==> config.mk <==
export PLATFORM = sky130hd
export DESIGN_NAME = pgs_ctrl
export DESIGN_NICKNAME = d
export VERILOG_FILES = /design/src/hdl/pgs_pkg.sv /design/src/hdl/pgs_ctrl.sv
export SDC_FILE = /design/constraint.sdc
export NUM_CORES = 1
export LEC_CHECK = 0
export ABC_AREA = 1
export BUFFER_PORTS_ARGS = -buffer_cell sky130_fd_sc_hd__buf_4
export CAP_MARGIN = 20
export CORE_UTILIZATION = 30
export CTS_CLUSTER_DIAMETER = 80
export DETAILED_ROUTE_END_ITERATION = 12
export MAX_ROUTING_LAYER = met4
export PLACE_DENSITY = 0.59
export SETUP_SLACK_MARGIN = 0.3
export SLEW_MARGIN = 40
export SYNTH_ARGS = -nofsm -noshare
export SYNTH_HDL_FRONTEND = slang
export SYNTH_SLANG_ARGS = --single-unit
export TNS_END_PERCENT = 100
==> constraint.sdc <==
create_clock -name aclk -period 2.4 [get_ports aclk]
set_input_delay 0.36 -clock aclk [delete_from_list [all_inputs] [get_ports aclk]]
set_output_delay 0.36 -clock aclk [all_outputs]
set_load 0.02 [all_outputs]
==> src/hdl/pgs_pkg.sv <==
// Shared types and constants of the PageRank Gauss-Seidel engine.
// Used by the divider, controller, datapath, top level and testbench; no dependencies.
`default_nettype none

package pgs_pkg;

    localparam int NODE_AW   = 12;
    localparam int EDGE_AW   = 16;
    localparam int MAX_NODES = 1 << NODE_AW;
    localparam int MAX_EDGES = 1 << EDGE_AW;
    localparam int NCNT_W    = NODE_AW + 1;
    localparam int ECNT_W    = EDGE_AW + 1;
    localparam int RANK_W    = 32;
    localparam int DAMP_W    = 16;
    localparam int ITER_W    = 16;
    localparam int SUM_W     = RANK_W + EDGE_AW + 1;

    typedef enum logic [1:0] {
        OP_ADD_EDGE = 2'd0,
        OP_RUN      = 2'd1,
        OP_READ     = 2'd2,
        OP_CLEAR    = 2'd3
    } op_t;

    typedef enum logic [1:0] {
        STAT_OK     = 2'd0,
        STAT_RANGE  = 2'd1,
        STAT_FULL   = 2'd2,
        STAT_NOCONV = 2'd3
    } status_t;

    localparam logic [1:0] CFG_NODE_COUNT = 2'd0;
    localparam logic [1:0] CFG_DAMPING    = 2'd1;
    localparam logic [1:0] CFG_THRESHOLD  = 2'd2;
    localparam logic [1:0] CFG_MAX_ITER   = 2'd3;

    typedef enum logic [4:0] {
        S_CLEAR, S_CLEAR_OP, S_IDLE, S_ADD2, S_READ2,
        S_EDIV, S_TELE, S_INIT,
        S_CNT1, S_CNT2, S_CNT3,
        S_PFX1, S_PFX2,
        S_PLC1, S_PLC2, S_PLC3,
        S_W1, S_W2, S_WDIV,
        S_E1, S_E2, S_E3, S_EDIV2,
        S_FIN, S_MUL, S_NV, S_SWEEP_END,
        S_RESP
    } step_t;

    typedef struct packed {
        step_t step;
        logic  accept;
    } ctrl_cmd_t;

    typedef struct packed {
        op_t  op;
        logic add_ok;
        logic read_ok;
        logic clr_last;
        logic node_end;
        logic edge_end;
        logic edge_valid;
        logic odeg_zero;
        logic rem_zero;
        logic div_done;
        logic sweep_done;
        logic out_free;
    } dp_status_t;

endpackage

`default_nettype wire

==> src/hdl/pgs_ctrl.sv <==
// Sequencing state machine: steps the datapath through loads, runs, reads and clears.
// Depends on pgs_pkg for the step, command and status types.
`default_nettype none

module pgs_ctrl
    import pgs_pkg::*;
(
    input  wire logic       aclk,
    input  wire logic       aresetn,
    input  wire logic       s_tvalid,
    output logic            s_tready,
    input  wire dp_status_t status,
    output ctrl_cmd_t       cmd
);

    step_t state_reg;
    step_t state_next;

    assign s_tready   = (state_reg == S_IDLE);
    assign cmd.step   = state_reg;
    assign cmd.accept = s_tready && s_tvalid;

    always_ff @(posedge aclk) begin
        if (!aresetn) begin
            state_reg <= S_CLEAR;
        end else begin
            state_reg <= state_next;
        end
    end

    always_comb begin
        state_next = state_reg;
        unique case (state_reg)
            S_CLEAR:    if (status.clr_last) state_next = S_IDLE;
            S_CLEAR_OP: if (status.clr_last) state_next = S_RESP;
            S_IDLE: begin
                if (cmd.accept) begin
                    unique case (status.op)
                        OP_ADD_EDGE: state_next = status.add_ok ? S_ADD2 : S_RESP;
                        OP_RUN:      state_next = S_EDIV;
                        OP_READ:     state_next = status.read_ok ? S_READ2 : S_RESP;
                        default:     state_next = S_CLEAR_OP;
                    endcase
                end
            end
            S_ADD2, S_READ2: state_next = S_RESP;
            S_EDIV:  if (status.div_done) state_next = S_TELE;
            S_TELE:  state_next = S_INIT;
            S_INIT:  if (status.node_end) state_next = S_CNT1;
            S_CNT1:  state_next = status.edge_end ? S_PFX1 : S_CNT2;
            S_CNT2:  state_next = status.edge_valid ? S_CNT3 : S_CNT1;
            S_CNT3:  state_next = S_CNT1;
            S_PFX1:  state_next = status.node_end ? S_PLC1 : S_PFX2;
            S_PFX2:  state_next = S_PFX1;
            S_PLC1:  state_next = status.edge_end ? S_W1 : S_PLC2;
            S_PLC2:  state_next = status.edge_valid ? S_PLC3 : S_PLC1;
            S_PLC3:  state_next = S_PLC1;
            S_W1:    state_next = status.node_end ? S_SWEEP_END : S_W2;
            S_W2:    state_next = status.odeg_zero ? S_WDIV : S_E1;
            S_WDIV:  if (status.div_done) state_next = S_E1;
            S_E1:    state_next = status.rem_zero ? S_FIN : S_E2;
            S_E2:    state_next = S_E3;
            S_E3:    state_next = status.odeg_zero ? S_E1 : S_EDIV2;
            S_EDIV2: if (status.div_done) state_next = S_E1;
            S_FIN:   state_next = S_MUL;
            S_MUL:   state_next = S_NV;
            S_NV:    state_next = S_W1;
            S_SWEEP_END: state_next = status.sweep_done ? S_RESP : S_W1;
            S_RESP:  if (status.out_free) state_next = S_IDLE;
            default: state_next = S_CLEAR;
        endcase
    end

endmodule

`default_nettype wire

=== Word-level counts from Yosys, hierarchy flattened ===
Index checks and enable logic that the tools add are counted.
Widths: inputs -> output; s select.

* Reductions and logical operators: 6
* Multiplexer cells: 21
* Equal/unequal tests: 36

{| class="wikitable"
|+ Operators by type and width
! cell !! count
|-
| $pmux 5 s26 || 1
|-
| $eq 5x5->1 const B || 12
|-
| $mux 5 || 10
|-
| $eq 5x4->1 const B || 8
|-
| $eq 5x3->1 const B || 4
|-
| $pmux 5 s3 || 1
|-
| $eq 5x2->1 const B || 2
|-
| $ne 2x2->1 const B || 5
|-
| $mux 2 || 4
|-
| $mux 4 || 2
|-
| $reduce_and 7->1 || 1
|-
| $eq 5x1->1 const B || 1
|-
| $logic_not 5->1 || 1
|-
| $ne 2x1->1 const B || 2
|-
| $reduce_or 2->1 || 2
|-
| $mux 3 || 1
|-
| $eq 2x1->1 const B || 1
|-
| $eq 2x2->1 const B || 1
|-
| $logic_not 2->1 || 1
|-
| $mux 1 || 2
|-
| $logic_and 1x1->1 || 1
|}

* Register bits: 5
* Output and inout bits: 7
* Word-level logic and storage cells: 64

=== Depth between registers and ports, before layout ===
Gate-level depths: netlist of the first run.

* Depth in word-level cells: 4
* Gate-level depth with buffers: 12
* Mapped depth without buffers: 11

=== Worst setup path before layout of the first run ===
No wires, ideal clock.

* Path type: reg2out
* Start: register state_reg[3]
* End: output cmd[0] (netlist bit)
* Arrival time: 1341 ps
* Required time: 2040 ps
* Stages on the path, launching flop included: 7
* Setup slack: 699 ps
* Path buffers: 1
* Path through: dfxtp_1 -> buf_4 -> nor2_4 -> inv_2 -> nor2_4 -> inv_2 -> nor2_1

{| class="wikitable"
|+ RTL lines
! element !! line !! source
|-
| from (decl) || pgs_ctrl.sv:16 || <nowiki>step_t state_reg;</nowiki>
|-
| from (signal assigned) || pgs_ctrl.sv:27 || <nowiki>state_reg <= state_next;</nowiki>
|-
| to (decl) || pgs_ctrl.sv:13 || <nowiki>output ctrl_cmd_t cmd</nowiki>
|}

==> out/results.tsv, run 1 <==
stage	metric	value	unit
status	status	finished, final reports clean	
synth	ys_seq_area_frac	0.1146	
setup_path	cp_max_fo	12	
setup_path	critical_path_class	reg -> out	
sta	slew_headroom	0.6772	
synth	synth_seq_cells	5	
route	route.detailed.drc	0	
route	routed-via-count	1170	
setup_path	cp.required	2.04	ns
finish	antenna_cells	0	
global_routing	antenna_found_initial	0	
placement	place.gp.congestion	0.9538	
finish	nFillCells	329	
synth	ys.flop_type	dfxtp_1	
synth	ys_types	17	
global_routing	overflow	0	
power_and_ir_drop	max-vdd-ir-drop	0.7916	mV
route	viasPerCell	5.000	
synth	yosysWarnings	0	
power_and_ir_drop	power.leakage	0.0006204	uW
power_and_ir_drop	power_density	1014	nW/um^2
synth	synth_nets	197	
hold_path	min_path_cells	3	
setup_path	cp_slowest_cell	dfxtp_1	
placement	placedCellCount	230	
synth	synth_commonest_cells	nand2_1, nor2_1, nand3_1	
sta	hold_viol	0	
clock_network	htreeDepth	1	
power_and_ir_drop	clock_power_share	0.086	
sta	rsz0062_at_grt	no	
global_routing	track_usage	0.1838	
route	drt-initial-drc-count	61	
power_and_ir_drop	swShare	0.5788	
finish	final_cell_area	1081	um^2
setup_path	crit_chain	nand3_1 > nor2_4 > inv_2 > nor2_1 > buf_4	
finish	utilization	0.3920	
route	post_drt_wl_per_cell	11.45	um
synth	async_reset_ff_frac	0	
run	maxCapViolCount	0	
synth	avgSynthCellArea	4.825	um^2
hold_path	hp-class	in -> reg	
global_routing	grt_max_degree	18	
sta	worst_pin_slew	0.4836	ns
global_routing	grt_pass1_vias	1019	
die	start_util	0.3167	
finish	area_growth	23.78	%
power_and_ir_drop	p_int	461.5	uW
die	die_x	55.96	um
finish	largest_register_ff_count	5	
clock_network	insertion_delay	0.24	ns
clock_network	cts.sinks	5	
setup_path	r2r_end	state_reg[4]	
die	dieArea	3131	um^2
clock_network	postCtsSetupBuffers	0	
setup_path	crit_arrival	1.57	ns
sta	max_freq	0.5171	GHz
setup_path	r2r_slack	0.61	ns
clock_network	cts_hold_buf	0	
hold_path	whs_endpoint	state_reg[3]	
synth	synth_area_leaders	nand2_1, nand3_1, nor2_1	
synth	syn_area	873.3	um^2
setup_path	critPathMaxStageDelay	0.61	ns
clock_network	ctsLongestPathBuffers	2	
synth	yosys.area.top_type_share	0.2536	
sta	period_needed	1.934	ns
placement	place_ws	0.6279	ns
die	fp.dieH	55.96	um
power_and_ir_drop	combPwrFrac	0.742	
setup_path	r2r-start	state_reg[1]	
power_and_ir_drop	seq_power_share	0.172	
hold_path	hold_start	aresetn	
setup_path	reg2reg_depth	9	
sta	final.setup.tns	0	ns
die	core	2758	um^2
placement	place_area	1055	um^2
die	io_pins	23	
clock_network	cts_tree	yes	
setup_path	start_kind	flip-flop	
setup_path	critPathCaptureType	output port	
die	rows	19	
power_and_ir_drop	p_sw	634.2	uW
synth	synth_most_common_cell	nand2_1	
clock_network	cts_resized	0	
placement	port_buffers	22	
route	wl	2679	um
synth	synth_edf_count	0	
sta	period_share	0.8057	
finish	stdcell_count	234	
sta	setup-violations-final	0	
synth	syn_inst	181	
synth	synth_largest_area_cell	nand2_1	
clock_network	path_clk_slew	0.04	ns
sta	slew_viol_final	0	
global_routing	grt_pass1_wl	4464	um
sta	finalClockSkew	0.006339	ns
clock_network	cts_root_buf	clkbuf_4	
finish	num-nets-final	220	
placement	place_hpwl	2177	um
finish	drive_above_1_share	0.1823	
clock_network	cts-buffers-inserted	3	
route	dr.pass1.iters	4	
sta	setup_ws	0.4663	ns
route	final_antenna_net_count	0	
-- worst max-delay path: cells and delay by family (launching register included) --
| family | cells | cell delay [ns] |
|---|---|---|
| buf+inv | 2 | 0.20 |
| flops | 1 | 0.61 |
| simple gates | 3 | 0.52 |
-- layout by cell type, fill, tap and decap left out, drive strengths merged, types with 4 or more instances in the layout --
master,netlist,layout
a21oi,5,5
buf,5,23
clkbuf,0,4
dfxtp,5,5
inv,28,28
nand2,59,59
nand3,26,26
nand4,4,4
nor2,37,37
o21ai,8,8
-- worst max path at each step --
stage	startpoint	end	slack, ns	cells past startpoint
finish	state_reg[1]	cmd[0]	0.47	5
global route	state_reg[1]	cmd[0]	0.33	5
detailed placement	state_reg[1]	state_reg[4]	0.63	9
floorplan	state_reg[3]	cmd[0]	0.70	6
CTS	state_reg[1]	cmd[0]	0.43	5
global placement	state_reg[1]	state_reg[4]	0.61	9
-- through the flow --
stage,total power (uW),hold slack (ns)
floorplan,780.3,0.5439
global placement,1011,0.6188
detailed placement,998.0,0.6118
CTS,1096,0.4168
global route,1201,0.4519
finish,1096,0.4217
-- power groups by stage --
stage	sequential, uW	clock, uW	combinational [uW]
floorplan	173	0	607
global placement	188	0	823
detailed placement	190	0	808
CTS	189	96.3	811
global route	195	101	905
finish	189	93.8	813
-- area by class of cell --
| type | count | area (um^2) | area share |
|---|---|---|---|
| inverters | 28 | 105.1 | 0.09722 |
| flip-flops and latches | 5 | 100.1 | 0.09259 |
| repair buffers | 23 | 172.7 | 0.1597 |
| multi-input cells | 143 | 638.1 | 0.5903 |
| well taps | 31 | 38.79 | 0.03588 |
| clock buffers | 4 | 26.28 | 0.02431 |
-- per-layer routing --
metal  GRT usage  wire length (um)  vias up
li1            -                 -      608
met1      0.2486              1250      509
met2      0.2926              1239       53
met3     0.02558               189        0
met4     0.04181                 0        0
met5           -                 0        -
-- cells by family (layout without fill, tap and decap cells) --
family,Yosys count,after routing,share of synthesized area
and+or+nand+nor,130,130,0.6561
buffers and inverters,33,55,0.1547
AOI/OAI and AO/OA,13,13,0.07448
DFF,5,5,0.1146
No activity file was read; power rests on OpenSTA's default activity.
==> run 2: changes to the inputs <==
==> constraint.sdc (replaced) <==
create_clock -name aclk -period 2 [get_ports aclk]
set_input_delay 0.3 -clock aclk [delete_from_list [all_inputs] [get_ports aclk]]
set_output_delay 0.3 -clock aclk [all_outputs]
set_load 0.02 [all_outputs]
==> run 2 against run 1 <==
Sequential cell count did not move. Setup slack worse by 0.084 ns. First-iteration DRC count down 6.6%. Sequential share of layout area increased by 0.27 points. Hold slack lost 0.075 ns. Global-route usage increased by 2.2 points. Core utilization is 2.2 points higher. Highest routed layer is now met4.
==> out/results.tsv, run 2 (synthesis gave the netlist of run 1 again) <==
stage	metric	value	unit	change
status	status	finished, final reports clean		unchanged
clock_network	cts_hold_buf	0		unchanged
setup_path	critical_path_class	reg -> out		unchanged
setup_path	r2r_slack	0.42	ns	was 0.61 ns
route	route.detailed.drc	0		unchanged
power_and_ir_drop	clock_power_share	0.081		was 0.086
run	maxCapViolCount	0		unchanged
sta	period_needed	1.618	ns	
die	start_util	0.3167		unchanged
power_and_ir_drop	p_int	654.4	uW	was 461.5 uW
power_and_ir_drop	seq_power_share	0.177		was 0.172
setup_path	reg2reg_depth	9		unchanged
finish	nFillCells	323		was 329
placement	place_hpwl	2231	um	was 2177 um
power_and_ir_drop	max-vdd-ir-drop	0.7619	mV	was 0.7916 mV
clock_network	htreeDepth	1		unchanged
route	final_antenna_net_count	0		unchanged
setup_path	cp_max_fo	9		was 12
power_and_ir_drop	swShare	0.5506		was 0.5788
route	met2_length	1342	um	was 1239 um
finish	area_growth	30.80	%	was 23.78%
finish	largest_register_ff_count	5		unchanged
clock_network	path_clk_slew	0.05	ns	was 0.04 ns
finish	most-common-layout-cells	nand2_1, nor2_1, buf_4		was nand2_1, nor2_1, nand3_1
sta	max_freq	0.6181	GHz	
setup_path	r2r-start	state_reg[0]		was state_reg[1]
power_and_ir_drop	p_sw	801.6	uW	was 634.2 uW
clock_network	insertion_delay	0.24	ns	about the same
setup_path	critPathCaptureType	output port		unchanged
sta	slew_viol_final	0		unchanged
global_routing	antenna_found_initial	0		unchanged
route	viasPerCell	4.950		was 5.000
die	dieArea	3131	um^2	unchanged
route	highest_layer	met4		was met3
clock_network	cts-buffers-inserted	3		unchanged
sta	rsz0062_at_grt	yes		was no
die	core	2758	um^2	unchanged
sta	setup-violations-final	0		unchanged
die	die_x	55.96	um	unchanged
sta	slew_headroom	0.7287		was 0.6772
placement	place_area	1062	um^2	was 1055 um^2
route	post_drt_wl_per_cell	11.92	um	was 11.45 um
hold_path	hp-class	in -> reg		unchanged
sta	worst_pin_slew	0.4066	ns	was 0.4836 ns
setup_path	start_kind	flip-flop		unchanged
sta	final.setup.tns	0	ns	unchanged
global_routing	track_usage	0.2054		was 0.1838
power_and_ir_drop	power_density	1275	nW/um^2	was 1014 nW/um^2
setup_path	cp.required	1.70	ns	was 2.04 ns
clock_network	cts_tree	yes		unchanged
route	wl	2872	um	was 2679 um
die	rows	19		unchanged
finish	drive_above_1_share	0.2381		was 0.1823
placement	port_buffers	22		unchanged
route	drt-initial-drc-count	57		was 61
clock_network	ctsLongestPathBuffers	2		unchanged
setup_path	critPathLaunch	state_reg[0]		was state_reg[1]
die	fp.dieH	55.96	um	unchanged
finish	num-nets-final	227		was 220
global_routing	overflow	0		unchanged
sta	finalClockSkew	0.005609	ns	was 0.006339 ns
clock_network	cts_root_buf	clkbuf_4		unchanged
sta	hold_viol	0		unchanged
global_routing	grt_pass1_wl	4899	um	was 4464 um
power_and_ir_drop	power.leakage	0.0006566	uW	was 0.0006204 uW
route	dr.pass1.iters	4		unchanged
placement	place.gp.congestion	0.9626		was 0.9538
route	met3WireLength	150	um	was 189 um
sta	period_share	0.8089		
global_routing	grt_max_degree	13		was 18
die	io_pins	23		unchanged
finish	antenna_cells	0		unchanged
finish	final_common_cell	nand2_1		unchanged
power_and_ir_drop	combPwrFrac	0.742		about the same
route	m1WireLength	1289	um	was 1250 um
global_routing	grt_pass1_vias	1075		was 1019
setup_path	crit_arrival	1.32	ns	was 1.57 ns
route	routed-via-count	1193		was 1170
setup_path	r2r_end	state_reg[4]		unchanged
setup_path	crit_path_end	cmd[0]		unchanged
finish	final_cell_area	1142	um^2	was 1081 um^2
clock_network	cts.sinks	5		unchanged
-- run 2: cell count changes in the layout (fill, tap and decap cells not counted), sizes merged --
cell,change
buf,+7
-- run 2: worst min path at each step --
| stage | from | endpoint | slack (ns) | cells past startpoint |
|---|---|---|---|---|
| floorplan | aresetn | state_reg[1] | 0.48 | 2 |
| global placement | aresetn | state_reg[4] | 0.60 | 3 |
| detailed placement | aresetn | state_reg[4] | 0.59 | 3 |
| CTS | aresetn | state_reg[1] | 0.34 | 3 |
| global route | aresetn | state_reg[1] | 0.35 | 3 |
| finish | aresetn | state_reg[0] | 0.35 | 3 |
-- run 2: final cells by class --
class | count | area [um^2] | share of cell area
multi-input cells | 143 | 638.1 | 0.5586
repair buffers | 30 | 225.2 | 0.1972
flip-flops and latches | 5 | 108.9 | 0.09529
inverters | 28 | 105.1 | 0.09200
well taps | 31 | 38.79 | 0.03395
clock buffers | 4 | 26.28 | 0.02300
-- run 2: routing by layer --
layer | track usage | up-vias
li1 | - | 627
met1 | 0.2589 | 507
met2 | 0.3167 | 47
met3 | 0.02791 | 12
met4 | 0.1150 | 0
met5 | - | -
-- run 2: timing repair --
action	CTS	global route
setup endpoints to repair	6	6
gates resized for setup	4	3
pin swaps	2	1
gates cloned	0	0
buffers inserted	4	2
-- run 2: through the flow --
stage / cells / total power [uW] / hold WS, ns / worst slack, ns / util
6_report: 241 / 1456 / 0.3471 / 0.3821 / 0.4142
5_1_grt: 241 / 1603 / 0.3519 / 0.2940 / 0.4142
4_1_cts: 239 / 1418 / 0.3439 / 0.3161 / 0.4074
3_5_place_dp: 231 / 1213 / 0.5928 / 0.2865 / 0.3852
3_3_place_gp: 231 / 1249 / 0.6032 / 0.1864 / 0.3852
2_1_floorplan: 181 / 936.4 / 0.4839 / 0.3589 / -
-- run 2: power by group through the flow --
stage	Combinational, uW	Clock (uW)	Sequential [uW]
3_5_place_dp	965	0	248
5_1_grt	1200	130	269
2_1_floorplan	728	0	208
3_3_place_gp	999	0	250
6_report	1080	118	258
4_1_cts	1050	120	253
-- run 2: worst max-delay path: stages (launching register included) --
cell and delay, ns:
dfxtp_2 0.37, inv_2 0.10, nand3_1 0.16, nor2_4 0.17, inv_2 0.05, nor2_1 0.08, buf_4 0.14
